File: config.mk
export PLATFORM = sky130hd
export DESIGN_NAME = tcp_port_rewrite_checksum_top
export DESIGN_NICKNAME = d
export VERILOG_FILES = /design/src/hdl/tprc_pkg.sv /design/src/hdl/tprc_front.sv /design/src/hdl/tprc_queue.sv /design/src/hdl/tprc_back.sv /design/src/hdl/tcp_port_rewrite_checksum_top.sv
export SDC_FILE = /design/constraint.sdc
export NUM_CORES = 1
export LEC_CHECK = 0
export BUFFER_PORTS_ARGS = -buffer_cell sky130_fd_sc_hd__buf_4
export CAP_MARGIN = 20
export CORE_MARGIN = 10
export CORE_UTILIZATION = 35
export CTS_CLUSTER_DIAMETER = 80
export DETAILED_ROUTE_END_ITERATION = 16
export HOLD_SLACK_MARGIN = 0.08
export SYNTH_ARGS = -nofsm -noshare
export SYNTH_HDL_FRONTEND = slang
export SYNTH_HIERARCHICAL = 1
export SYNTH_SLANG_ARGS = --single-unit
File: constraint.sdc
create_clock -name clock -period 9.51 [get_ports clock]
set_input_delay 1.902 -clock clock [delete_from_list [all_inputs] [get_ports clock]]
set_output_delay 1.902 -clock clock [all_outputs]
set_load 0.05 [all_outputs]
File: src/hdl/tprc_pkg.sv
package tprc_pkg;

   // frame offsets (ethernet 14 + ipv4 20 + tcp 20)
   localparam int unsigned OFF_W         = 6;
   localparam logic [OFF_W-1:0] OFF_ETYPE_HI  = 6'd12;
   localparam logic [OFF_W-1:0] OFF_ETYPE_LO  = 6'd13;
   localparam logic [OFF_W-1:0] OFF_PROTO     = 6'd23;
   localparam logic [OFF_W-1:0] OFF_HOLD_FIRST = 6'd36;
   localparam logic [OFF_W-1:0] OFF_PORT_LO   = 6'd37;
   localparam logic [OFF_W-1:0] OFF_CSUM_HI   = 6'd50;
   localparam logic [OFF_W-1:0] OFF_CSUM_LO   = 6'd51;
   localparam logic [OFF_W-1:0] OFF_HOLD_LAST = 6'd53;
   localparam logic [OFF_W-1:0] OFF_FULL      = 6'd54;

   localparam logic [7:0] ETYPE_IPV4_HI = 8'h08;
   localparam logic [7:0] ETYPE_IPV4_LO = 8'h00;
   localparam logic [7:0] PROTO_TCP     = 8'h06;

   // queue between parser and emitter
   localparam int unsigned QUEUE_DEPTH = 32;
   localparam int unsigned QUEUE_AW    = $clog2(QUEUE_DEPTH);

   // configuration register indexes
   localparam logic CSR_MATCH_PORT = 1'b0;
   localparam logic CSR_NEW_PORT   = 1'b1;

   typedef enum logic [2:0] {
      KIND_PLAIN,
      KIND_PORT_HI,
      KIND_PORT_LO,
      KIND_CSUM_HI,
      KIND_CSUM_LO
   } kind_type;

   typedef struct packed {
      logic [7:0] data;
      logic       last;
      logic       held;     // byte of the hold window
      logic       rel_end;  // byte that closes the hold window
      kind_type   kind;
   } entry_type;

   typedef struct packed {
      logic        valid;
      logic        hit;
      logic [15:0] new_port;
      logic [15:0] csum;
   } release_type;

endpackage

File: src/hdl/tprc_front.sv
module tprc_front (
   input  logic                  clock,
   input  logic                  reset,
   input  logic                  accept,
   input  logic [7:0]            data_byte,
   input  logic                  last_byte,
   input  logic [15:0]           match_port,
   input  logic [15:0]           new_port,
   output tprc_pkg::entry_type   entry,
   output tprc_pkg::release_type rel
);

   logic [tprc_pkg::OFF_W-1:0] offset_ff, offset_in;
   logic        ipv4_ff, ipv4_in;
   logic        tcp_ff, tcp_in;
   logic        hit_ff, hit_in;
   logic [7:0]  port_hi_ff, port_hi_in;
   logic [7:0]  csum_hi_ff, csum_hi_in;
   logic [15:0] csum_ff, csum_in;

   logic        in_hold;
   logic [15:0] hc;
   logic [17:0] sum;
   logic [16:0] fold1;
   logic [15:0] fold2;

   // incremental update: hc' = ~(~hc + ~m + m')
   always_comb begin
      hc    = {csum_hi_ff, data_byte};
      sum   = {2'b00, ~hc} + {2'b00, ~match_port} + {2'b00, new_port};
      fold1 = {1'b0, sum[15:0]} + {15'd0, sum[17:16]};
      fold2 = fold1[15:0] + {15'd0, fold1[16]};
   end

   always_comb begin
      in_hold = (offset_ff >= tprc_pkg::OFF_HOLD_FIRST) &&
                (offset_ff < tprc_pkg::OFF_FULL);

      entry.data    = data_byte;
      entry.last    = last_byte;
      entry.held    = in_hold;
      entry.rel_end = in_hold && (last_byte || offset_ff == tprc_pkg::OFF_HOLD_LAST);
      case (offset_ff)
         tprc_pkg::OFF_HOLD_FIRST: entry.kind = tprc_pkg::KIND_PORT_HI;
         tprc_pkg::OFF_PORT_LO:    entry.kind = tprc_pkg::KIND_PORT_LO;
         tprc_pkg::OFF_CSUM_HI:    entry.kind = tprc_pkg::KIND_CSUM_HI;
         tprc_pkg::OFF_CSUM_LO:    entry.kind = tprc_pkg::KIND_CSUM_LO;
         default:                  entry.kind = tprc_pkg::KIND_PLAIN;
      endcase

      // rewrite only when the full window arrived; an early end passes unchanged
      rel.valid    = accept && entry.rel_end;
      rel.hit      = hit_ff && (offset_ff == tprc_pkg::OFF_HOLD_LAST);
      rel.new_port = new_port;
      rel.csum     = csum_ff;
   end

   always_comb begin
      offset_in  = offset_ff;
      ipv4_in    = ipv4_ff;
      tcp_in     = tcp_ff;
      hit_in     = hit_ff;
      port_hi_in = port_hi_ff;
      csum_hi_in = csum_hi_ff;
      csum_in    = csum_ff;
      if (accept) begin
         case (offset_ff)
            tprc_pkg::OFF_ETYPE_HI:   ipv4_in = (data_byte == tprc_pkg::ETYPE_IPV4_HI);
            tprc_pkg::OFF_ETYPE_LO:   ipv4_in = ipv4_ff &&
                                                (data_byte == tprc_pkg::ETYPE_IPV4_LO);
            tprc_pkg::OFF_PROTO:      tcp_in = (data_byte == tprc_pkg::PROTO_TCP);
            tprc_pkg::OFF_HOLD_FIRST: port_hi_in = data_byte;
            tprc_pkg::OFF_PORT_LO:    hit_in = ipv4_ff && tcp_ff &&
                                               ({port_hi_ff, data_byte} == match_port);
            tprc_pkg::OFF_CSUM_HI:    csum_hi_in = data_byte;
            tprc_pkg::OFF_CSUM_LO:    csum_in = ~fold2;
            default: ;
         endcase
         if (last_byte) begin
            offset_in = '0;
            ipv4_in   = 1'b0;
            tcp_in    = 1'b0;
            hit_in    = 1'b0;
         end else if (offset_ff < tprc_pkg::OFF_FULL) begin
            offset_in = offset_ff + 1'b1;
         end
      end
   end

   always_ff @(posedge clock) begin
      if (reset) begin
         offset_ff <= '0;
         ipv4_ff   <= 1'b0;
         tcp_ff    <= 1'b0;
         hit_ff    <= 1'b0;
      end else begin
         offset_ff <= offset_in;
         ipv4_ff   <= ipv4_in;
         tcp_ff    <= tcp_in;
         hit_ff    <= hit_in;
      end
      port_hi_ff <= port_hi_in;
      csum_hi_ff <= csum_hi_in;
      csum_ff    <= csum_in;
   end

endmodule

File: src/hdl/tprc_queue.sv
module tprc_queue (
   input  logic                clock,
   input  logic                reset,
   input  logic                push,
   input  tprc_pkg::entry_type push_entry,
   input  logic                pop,
   output tprc_pkg::entry_type head,
   output logic                empty,
   output logic                full
);

   tprc_pkg::entry_type mem_ff [tprc_pkg::QUEUE_DEPTH];

   logic [tprc_pkg::QUEUE_AW-1:0] wr_ptr_ff, wr_ptr_in;
   logic [tprc_pkg::QUEUE_AW-1:0] rd_ptr_ff, rd_ptr_in;
   logic [tprc_pkg::QUEUE_AW:0]   count_ff, count_in;

   always_comb begin
      empty     = (count_ff == '0);
      full      = (count_ff == (tprc_pkg::QUEUE_AW+1)'(tprc_pkg::QUEUE_DEPTH));
      head      = mem_ff[rd_ptr_ff];
      wr_ptr_in = push ? wr_ptr_ff + 1'b1 : wr_ptr_ff;
      rd_ptr_in = pop ? rd_ptr_ff + 1'b1 : rd_ptr_ff;
      count_in  = count_ff;
      if (push && !pop) begin
         count_in = count_ff + 1'b1;
      end else if (pop && !push) begin
         count_in = count_ff - 1'b1;
      end
   end

   always_ff @(posedge clock) begin
      if (reset) begin
         wr_ptr_ff <= '0;
         rd_ptr_ff <= '0;
         count_ff  <= '0;
      end else begin
         wr_ptr_ff <= wr_ptr_in;
         rd_ptr_ff <= rd_ptr_in;
         count_ff  <= count_in;
      end
      if (push) begin
         mem_ff[wr_ptr_ff] <= push_entry;
      end
   end

endmodule

File: src/hdl/tprc_back.sv
module tprc_back (
   input  logic                  clock,
   input  logic                  reset,
   input  tprc_pkg::release_type rel,
   input  tprc_pkg::entry_type   head,
   input  logic                  empty,
   output logic                  pop,
   output logic                  rsp_valid,
   input  logic                  rsp_stall,
   output logic [7:0]            rsp_out_byte,
   output logic                  rsp_out_last
);

   logic        pending_ff, pending_in;
   logic        hit_ff, hit_in;
   logic [15:0] port_ff, port_in;
   logic [15:0] csum_ff, csum_in;
   logic        valid_ff, valid_in;
   logic [7:0]  byte_ff, byte_in;
   logic        last_ff, last_in;
   logic        out_free;
   logic [7:0]  sub_byte;

   always_comb begin
      out_free = !valid_ff || !rsp_stall;
      pop      = out_free && !empty && (!head.held || pending_ff);

      sub_byte = head.data;
      if (hit_ff) begin
         case (head.kind)
            tprc_pkg::KIND_PORT_HI: sub_byte = port_ff[15:8];
            tprc_pkg::KIND_PORT_LO: sub_byte = port_ff[7:0];
            tprc_pkg::KIND_CSUM_HI: sub_byte = csum_ff[15:8];
            tprc_pkg::KIND_CSUM_LO: sub_byte = csum_ff[7:0];
            default:                sub_byte = head.data;
         endcase
      end

      valid_in = valid_ff;
      byte_in  = byte_ff;
      last_in  = last_ff;
      if (pop) begin
         valid_in = 1'b1;
         byte_in  = sub_byte;
         last_in  = head.last;
      end else if (out_free) begin
         valid_in = 1'b0;
      end

      pending_in = pending_ff;
      hit_in     = hit_ff;
      port_in    = port_ff;
      csum_in    = csum_ff;
      if (pop && head.rel_end) begin
         pending_in = 1'b0;
      end
      if (rel.valid) begin
         pending_in = 1'b1;
         hit_in     = rel.hit;
         port_in    = rel.new_port;
         csum_in    = rel.csum;
      end
   end

   always_ff @(posedge clock) begin
      if (reset) begin
         pending_ff <= 1'b0;
         hit_ff     <= 1'b0;
         valid_ff   <= 1'b0;
      end else begin
         pending_ff <= pending_in;
         hit_ff     <= hit_in;
         valid_ff   <= valid_in;
      end
      port_ff <= port_in;
      csum_ff <= csum_in;
      byte_ff <= byte_in;
      last_ff <= last_in;
   end

   assign rsp_valid    = valid_ff;
   assign rsp_out_byte = byte_ff;
   assign rsp_out_last = last_ff;

endmodule

File: src/hdl/tcp_port_rewrite_checksum_top.sv
// tcp destination-port rewrite with incremental checksum update. frames stream in one byte
// per request and leave in the same order and length. when the ethertype is ipv4, the
// protocol byte (ip header taken as 20 bytes) is tcp and the destination port equals
// match_port, the port becomes new_port and the tcp checksum is patched with one's-complement
// arithmetic and end-around carry. bytes 36 to 53 are held until the frame is known to reach
// 54 bytes; frames ending earlier pass unchanged. throughput is one byte per clock sustained
// while rsp_stall stays low; a parser front end classifies each byte and writes it into a
// 32-entry queue, and an emitter back end releases it through an output register. a held
// byte cannot leave before the byte closing the hold window is accepted, and bytes queued
// behind the window wait behind it while the input runs at full rate. req_stall rises only
// when the queue is full, which happens only while rsp_stall holds the output back.
// csr_ready is always high; configuration is expected to be written between frames only
module tcp_port_rewrite_checksum_top (
   input  logic        clock,
   input  logic        reset,
   // request channel
   input  logic        req_valid,
   output logic        req_stall,
   input  logic [7:0]  req_data_byte,
   input  logic        req_last_byte,
   // result channel
   output logic        rsp_valid,
   input  logic        rsp_stall,
   output logic [7:0]  rsp_out_byte,
   output logic        rsp_out_last,
   // configuration channel
   input  logic        csr_valid,
   output logic        csr_ready,
   input  logic        csr_index,
   input  logic [15:0] csr_data
);

   logic [15:0] match_port_ff;
   logic [15:0] new_port_ff;

   logic                  req_accept;
   logic                  q_full;
   logic                  q_empty;
   logic                  q_pop;
   tprc_pkg::entry_type   push_entry;
   tprc_pkg::entry_type   q_head;
   tprc_pkg::release_type rel;

   // configuration registers
   assign csr_ready = 1'b1;

   always_ff @(posedge clock) begin
      if (reset) begin
         match_port_ff <= '0;
         new_port_ff   <= '0;
      end else if (csr_valid && csr_ready) begin
         case (csr_index)
            tprc_pkg::CSR_MATCH_PORT: match_port_ff <= csr_data;
            tprc_pkg::CSR_NEW_PORT:   new_port_ff   <= csr_data;
            default: ;
         endcase
      end
   end

   // every accepted byte goes straight into the queue
   assign req_stall  = q_full;
   assign req_accept = req_valid && !req_stall;

   // parser: offset tracking, header checks and checksum patch value
   tprc_front u_front (
      .clock      (clock),
      .reset      (reset),
      .accept     (req_accept),
      .data_byte  (req_data_byte),
      .last_byte  (req_last_byte),
      .match_port (match_port_ff),
      .new_port   (new_port_ff),
      .entry      (push_entry),
      .rel        (rel)
   );

   // byte queue between parser and emitter
   tprc_queue u_queue (
      .clock      (clock),
      .reset      (reset),
      .push       (req_accept),
      .push_entry (push_entry),
      .pop        (q_pop),
      .head       (q_head),
      .empty      (q_empty),
      .full       (q_full)
   );

   // emitter: holds window bytes until released, substitutes port and checksum
   tprc_back u_back (
      .clock        (clock),
      .reset        (reset),
      .rel          (rel),
      .head         (q_head),
      .empty        (q_empty),
      .pop          (q_pop),
      .rsp_valid    (rsp_valid),
      .rsp_stall    (rsp_stall),
      .rsp_out_byte (rsp_out_byte),
      .rsp_out_last (rsp_out_last)
   );

endmodule

# ---- Word level (Yosys, flattened, before mapping)
# Memory sizes are Yosys's and may differ from the RTL's. A register that Yosys moved wholly into a read port is not among the register bits.
# Index checks and enable logic that the tools add are counted.
dict set report word_totals {
  output_inout_bits 12
  mem_count 1
  wordCells 113
  ram_bits 448
  reg_bits 133
  inputBits 31
}
# name depth width rd rd_ports_with_merged_regs write_ports line
set memory_table {}
lappend memory_table {u_queue.mem_ff 32 14 1 1 1 tprc_queue.sv:12} ;# tprc_pkg::entry_type mem_ff [tprc_pkg::QUEUE_DEPTH];
dict set report op_classes {
  eq_ne 16
  n_bitwise 4
  reduce_logical 41
  magnitude_cmp 2
  mux 21
  add_sub_neg 9
}
# operator count
set ops {}
lappend ops {{NOT 16 bit} 3}
lappend ops {{equality test 6 bit (second input constant)} 6}
lappend ops {{case mux 8 bit (4 select lines)} 1}
lappend ops {{2-to-1 mux 6 bit} 4}
lappend ops {{adder 18 x 16 -> 18 bit} 1}
lappend ops {{AND reduction 2 bit} 9}
lappend ops {{adder 16 x 16 -> 17 bit} 1}
lappend ops {{adder 16 x 2 -> 17 bit} 1}
lappend ops {{adder 16 x 1 -> 16 bit} 1}
lappend ops {{equality test 16 bit} 1}
lappend ops {{logical AND 1 bit} 13}
lappend ops {{adder 6 x 1 -> 6 bit (second input constant)} 2}
lappend ops {{equality test 6 x 4 -> 1 bit (second input constant)} 2}
lappend ops {{case mux 3 bit (4 select lines)} 1}
lappend ops {{nonzero test 2 bit} 6}
lappend ops {{2-to-1 mux 1 bit} 11}
lappend ops {{adder 5 x 1 -> 5 bit (second input constant)} 2}
lappend ops {{2-to-1 mux 5 bit} 2}
lappend ops {{equality test 8 x 3 -> 1 bit (second input constant)} 1}
lappend ops {{equality test 8 x 4 -> 1 bit (second input constant)} 1}
lappend ops {{zero test 8 bit} 1}
lappend ops {{2-to-1 mux 8 bit} 1}
lappend ops {{zero test 1 bit} 7}
lappend ops {{equality test 3 x 2 -> 1 bit (second input constant)} 2}
lappend ops {{other kinds (11)} 13}

# ---- Longest topological paths before layout
dict set report logic_depth {
  depth_word 7
  ltp_mapped 28
  ltp_nobuf 27
}

# ---- Hierarchy
# The synthesis kept the hierarchy.
# module instances area_per_inst_um2 cells_each
set modules_own_cells {}
lappend modules_own_cells {tprc_queue 1 18286.3 951}
lappend modules_own_cells {tprc_front 1 3945.0 430}
lappend modules_own_cells {tprc_back 1 1773.0 113}
lappend modules_own_cells {tcp_port_rewrite_checksum_top 1 1397.6 128}

# ---- Least setup slack after synthesis
# Ideal clock, no wire load.
dict set report synth_path {
  path_type {input to register}
  from {input req_data_byte[5]}
  to {register u_front.csum_ff[15], data pin}
  setup_slack_ns 1.997
  n_path_buf 2
  arrival_time_ns 7.245
  stages 27
  setup_ns 0.268
  t_required_ns 9.242
  path_cell_list {fa_1 -> inv_1 -> ha_1 -> buf_2 -> and2_4 -> a221o_1 -> o211ai_1 -> and3_1 -> o21bai_1 -> a21oi_1 -> o21ai_0 -> xnor2_1 -> ha_1 -> fa_1 -> or3b_4 -> or3_1 -> buf_4 -> nor3_4 -> nand2_1 -> nor4_1 -> ha_1 -> and3_1 -> nand2_1 -> a211oi_2 -> a21oi_1 -> nor4_2 -> xor2_1}
}
dict set report synth_via {
  elab_chain_cells 6
}
# item line
set synth_lines {}
lappend synth_lines {{start: declaration} tcp_port_rewrite_checksum_top.sv:19} ;# input logic [7:0] req_data_byte,
lappend synth_lines {{NOT 16 bit} tprc_front.sv:30} ;# sum = {2'b00, ~hc} + {2'b00, ~match_port} + {2'b00, new_port};
lappend synth_lines {{adder 16 x 16 -> 17 bit} tprc_front.sv:30}
lappend synth_lines {{adder 18 x 16 -> 18 bit} tprc_front.sv:30}
lappend synth_lines {{adder 16 x 2 -> 17 bit} tprc_front.sv:31} ;# fold1 = {1'b0, sum[15:0]} + {15'd0, sum[17:16]};
lappend synth_lines {{adder 16 x 1 -> 16 bit} tprc_front.sv:32} ;# fold2 = fold1[15:0] + {15'd0, fold1[16]};
lappend synth_lines {{NOT 16 bit} tprc_front.sv:76} ;# tprc_pkg::OFF_CSUM_LO: csum_in = ~fold2;
lappend synth_lines {{end signal: assignment} tprc_front.sv:104} ;# csum_ff <= csum_in;
lappend synth_lines {{end: declaration} tprc_front.sv:19} ;# logic [15:0] csum_ff, csum_in;
# No other way between the ends.
# A chain may end at the register's enable or synchronous reset.

# ---- Final worst setup path
dict set report layout_path {
  from {input req_data_byte[5]}
  to {register u_front.csum_ff[11], data pin}
}
# Same word-level chain as after synthesis.

==> metrics.txt <==
mean post-synth cell area=15.7 um2; Synth cell types=81; io pins=43; Fin Setup TNS=0 ns; Critical Path End=u_front/csum_ff[11]; Synth Flop Type=edfxtp_1; drt total wl=57800 um; final cycle utilization of the critical path=0.822; Worst Path Arrival=8.16 ns; Setup Fix Bufs, Post-CTS=0; Mapped Nets=1705; row cnt=98; Leakage=9.22 nW; H-Tree Depth=2; sequential share of the synthesized area=0.667; R2R Path End=u_front/csum_ff[11]; P_sw=1.88 mW; CP max stage cell=fa_1; CTS tree=built; max frequency=128 MHz; Slew headroom=0.224; die area=0.0838 mm2; Starting Density=0.354; CP Class=in -> reg; CTS buffer count=60; vias in the first global route=14000; R2R setup slack=2.82 ns; ys async rst share=0; reg2reg start=new_port_ff[5]; Setup Viol. Count Final=0; Routability Congestion=0.867; Max Root-Sink Buffers=3; class of the worst hold path=reg -> reg; final count of pins violating max slew=0; crit path launch=req_data_byte[5]; Post-DP HPWL=35500 um; share of post-route cells with drive strength above 1=0.175; Req. time, crit path=9.86 ns; RSZ-0062 raised after global routing=false; switch share=0.278; minimum clock period=7.81 ns; core area=0.0717 mm2; Yosys warning count=6; post-DR vias/cell=5.20; initial antenna violation count=1; GRT Overall Usage=0.137; sequential power share=0.439; ant diodes=0; Syn Inst Count=1622; Worst-Margin Slew=1.16 ns; mapped cell area=0.0254 mm2; pwr/cell area=235 mW/mm2; Hold Vio Cnt, Final=0; GR Overflow Total=0; CTS resizes=0; vias=13800; Setup crit end kind=flop; Routed WL per cell=21.8 um; VDD IR max=0.000181 V; Detailed Routing Iterations Pass 1=5; maxcap violations=0; cell mode on critical path=ha_1; Post-synth EDFFs=521; Post-layout nets=1732; CP startpoint kind=input port; # port buffers=41; final instance area=0.0287 mm2; status=complete, no violations; Die Span Y=289 um; largest net degree at the start of global routing=76; clk_lat worst skew=0.62 ns; CTS root buffer=clkbuf_16; Internal=4.88 mW; DRC Markers=0; Max FO, Critical Path=37; clock network fraction of design power=0.363; Syn-to-layout area delta=13.1%; Post-DRT Antenna Nets=0; first-pass GRT wire length=87300 um; Iteration-0 DRC Markers=1056; Clock Skew=0.0179 ns; CP max stage delay=0.58 ns; Reg2Reg Depth=26; CTS Sinks=586; Fillers=6491; synthesis-stage register bit count=586; placed cell area=0.0266 mm2; combinational share of power=0.198; Layout Cells excl Fill=2649; Die X-Extent=289 um; post-placement cell count=2533; clk slew on worst S/H paths=0.06 ns; Post-CTS Hold Fix Bufs=0
-- layer usage --
| layer | GRT usage | wire (um) |
|---|---|---|
| met3 | 0.0219 | 2640 |
| met5 | 0 | 0 |
| met4 | 0.0319 | 986 |
| met1 | 0.185 | 25900 |
| met2 | 0.228 | 28300 |
-- cells in the mapped netlist, drive strengths merged, types with 4 or more instances --
cell    count  area share
edfxtp    521        0.62
mux2i     148       0.058
nor2       79       0.012
buf        74       0.021
inv        66      0.0098
dfxtp      65       0.051
a22oi      64       0.019
mux4       56       0.050
nand3      54       0.011
nand2b     53       0.013
nand2      48      0.0072
ha         33       0.016
xnor2      32       0.011
a21oi      31      0.0061
clkbuf     30      0.0044
xor2       28      0.0097
a31oi      19      0.0047
fa         19       0.015
nor2b      16      0.0042
a221oi     15      0.0081
a22o       14      0.0048
nor3       13      0.0030
o21ai      13      0.0026
nor4       12      0.0032
and2       10      0.0026
nand4       9      0.0022
and3        8      0.0022
or3         8      0.0024
a32oi       7      0.0024
and2b       7      0.0021
a21o        6      0.0018
nand3b      6      0.0018
a211oi      5      0.0019
o21a        5      0.0015
a211o       4      0.0014
o211a       4      0.0016
-- placed cells by master, fill, tap and decap left out, types with 5 or more instances in the layout --
cell type	count
a21o_1	6
a21oi_1	27
a221oi_2	12
a22o_1	14
a22oi_1	64
a31oi_1	19
a32oi_1	7
and2_1	9
and2b_1	7
and3_1	7
buf_4	64
bufinv_16	12
clkbuf_1	5
clkbuf_16	60
clkinv_1	9
clkinv_2	12
clkinvlp_4	10
dfxtp_1	63
edfxtp_1	521
fa_1	19
ha_1	33
inv_1	65
mux2i_1	148
mux4_2	56
nand2_1	47
nand2b_1	53
nand3_1	54
nand3b_1	6
nand4_1	9
nor2_1	47
nor2_2	31
nor2b_1	12
nor3_1	12
nor4_1	11
o21a_1	5
o21ai_0	11
or3_1	6
xnor2_1	32
xor2_1	28
-- registers in the layout, summed over array words and instances, names as in the netlist, 5 cells and up, named ones only --
| register | count |
|---|---|
| u_queue/mem_ff | 448 |
| match_port_ff | 16 |
| new_port_ff | 16 |
| u_back/csum_ff | 16 |
| u_back/port_ff | 16 |
| u_front/csum_ff | 16 |
| u_back/rsp_out_byte | 8 |
| u_front/csum_hi_ff | 8 |
| u_front/port_hi_ff | 8 |
| u_front/offset_ff | 6 |
| u_queue/count_ff | 6 |
| u_queue/rd_ptr_ff | 5 |
| u_queue/wr_ptr_ff | 5 |
-- critical path: cells and delay by family --
family | cells | cell delay (ns)
and+or+nand+nor | 10 | 2.57
adders and majority gates | 5 | 1.63
AOI/OAI and AO/OA | 7 | 1.43
xor gates and xnor gates | 2 | 0.31
buffers and inverters | 2 | 0.30
-- metrics by stage --
step	hold slack (ns)	worst slack [ns]	util	total power, mW
after detailed placement	0.405	1.12	0.370	4.36
after CTS	0.419	1.76	0.399	6.82
final	0.416	1.70	0.401	6.77
after floorplan	0.400	2.00	-	4.01
after global placement	0.407	1.26	0.370	4.35
after global routing	0.424	1.20	0.401	7.05
-- worst min-delay path by stage --
stage                              startpoint                 end  slack, ns  cells past startpoint
after floorplan            u_front/csum_ff[0]   u_back/csum_ff[0]       0.40                      0
after global placement     u_front/csum_ff[0]   u_back/csum_ff[0]       0.41                      0
after detailed placement  u_front/csum_ff[11]  u_back/csum_ff[11]       0.41                      0
after CTS                 u_front/csum_ff[11]  u_back/csum_ff[11]       0.42                      0
after global routing       u_front/csum_ff[7]   u_back/csum_ff[7]       0.42                      0
final                     u_front/csum_ff[15]  u_back/csum_ff[15]       0.42                      0
-- area by class of cell --
type	count	area, um2	share of cell area
tap	950	1190	0.0414
timing repair buffer	69	586	0.0204
inverter	66	248	0.00862
multi-input combinational	866	7670	0.267
sequential	586	17000	0.590
clock buffer	65	1520	0.0529
clock inverter	47	572	0.0199
-- logic make-up (layout without fill, tap and decap cells) --
kind of cell	after synthesis	after routing	synth area share
AOI/OAI and AO/OA	210	210	0.0650
xor gates and xnor gates	61	61	0.0216
adders and majority gates	52	52	0.0312
buffers and inverters	170	247	0.0353
DFF	586	586	0.667
muxes	207	207	0.109
other	1	1	0.000148
and+or+nand+nor	335	335	0.0704
-- power groups by stage --
stage          sequential [mW]  combinational (mW)  clock [mW]
2_1_floorplan             3.05               0.956           0
3_3_place_gp              3.03                1.32           0
3_5_place_dp              3.03                1.33           0
4_1_cts                   2.98                1.34        2.50
5_1_grt                   2.99                1.45        2.61
6_report                  2.97                1.34        2.46
(Power assumes the default switching activity.)
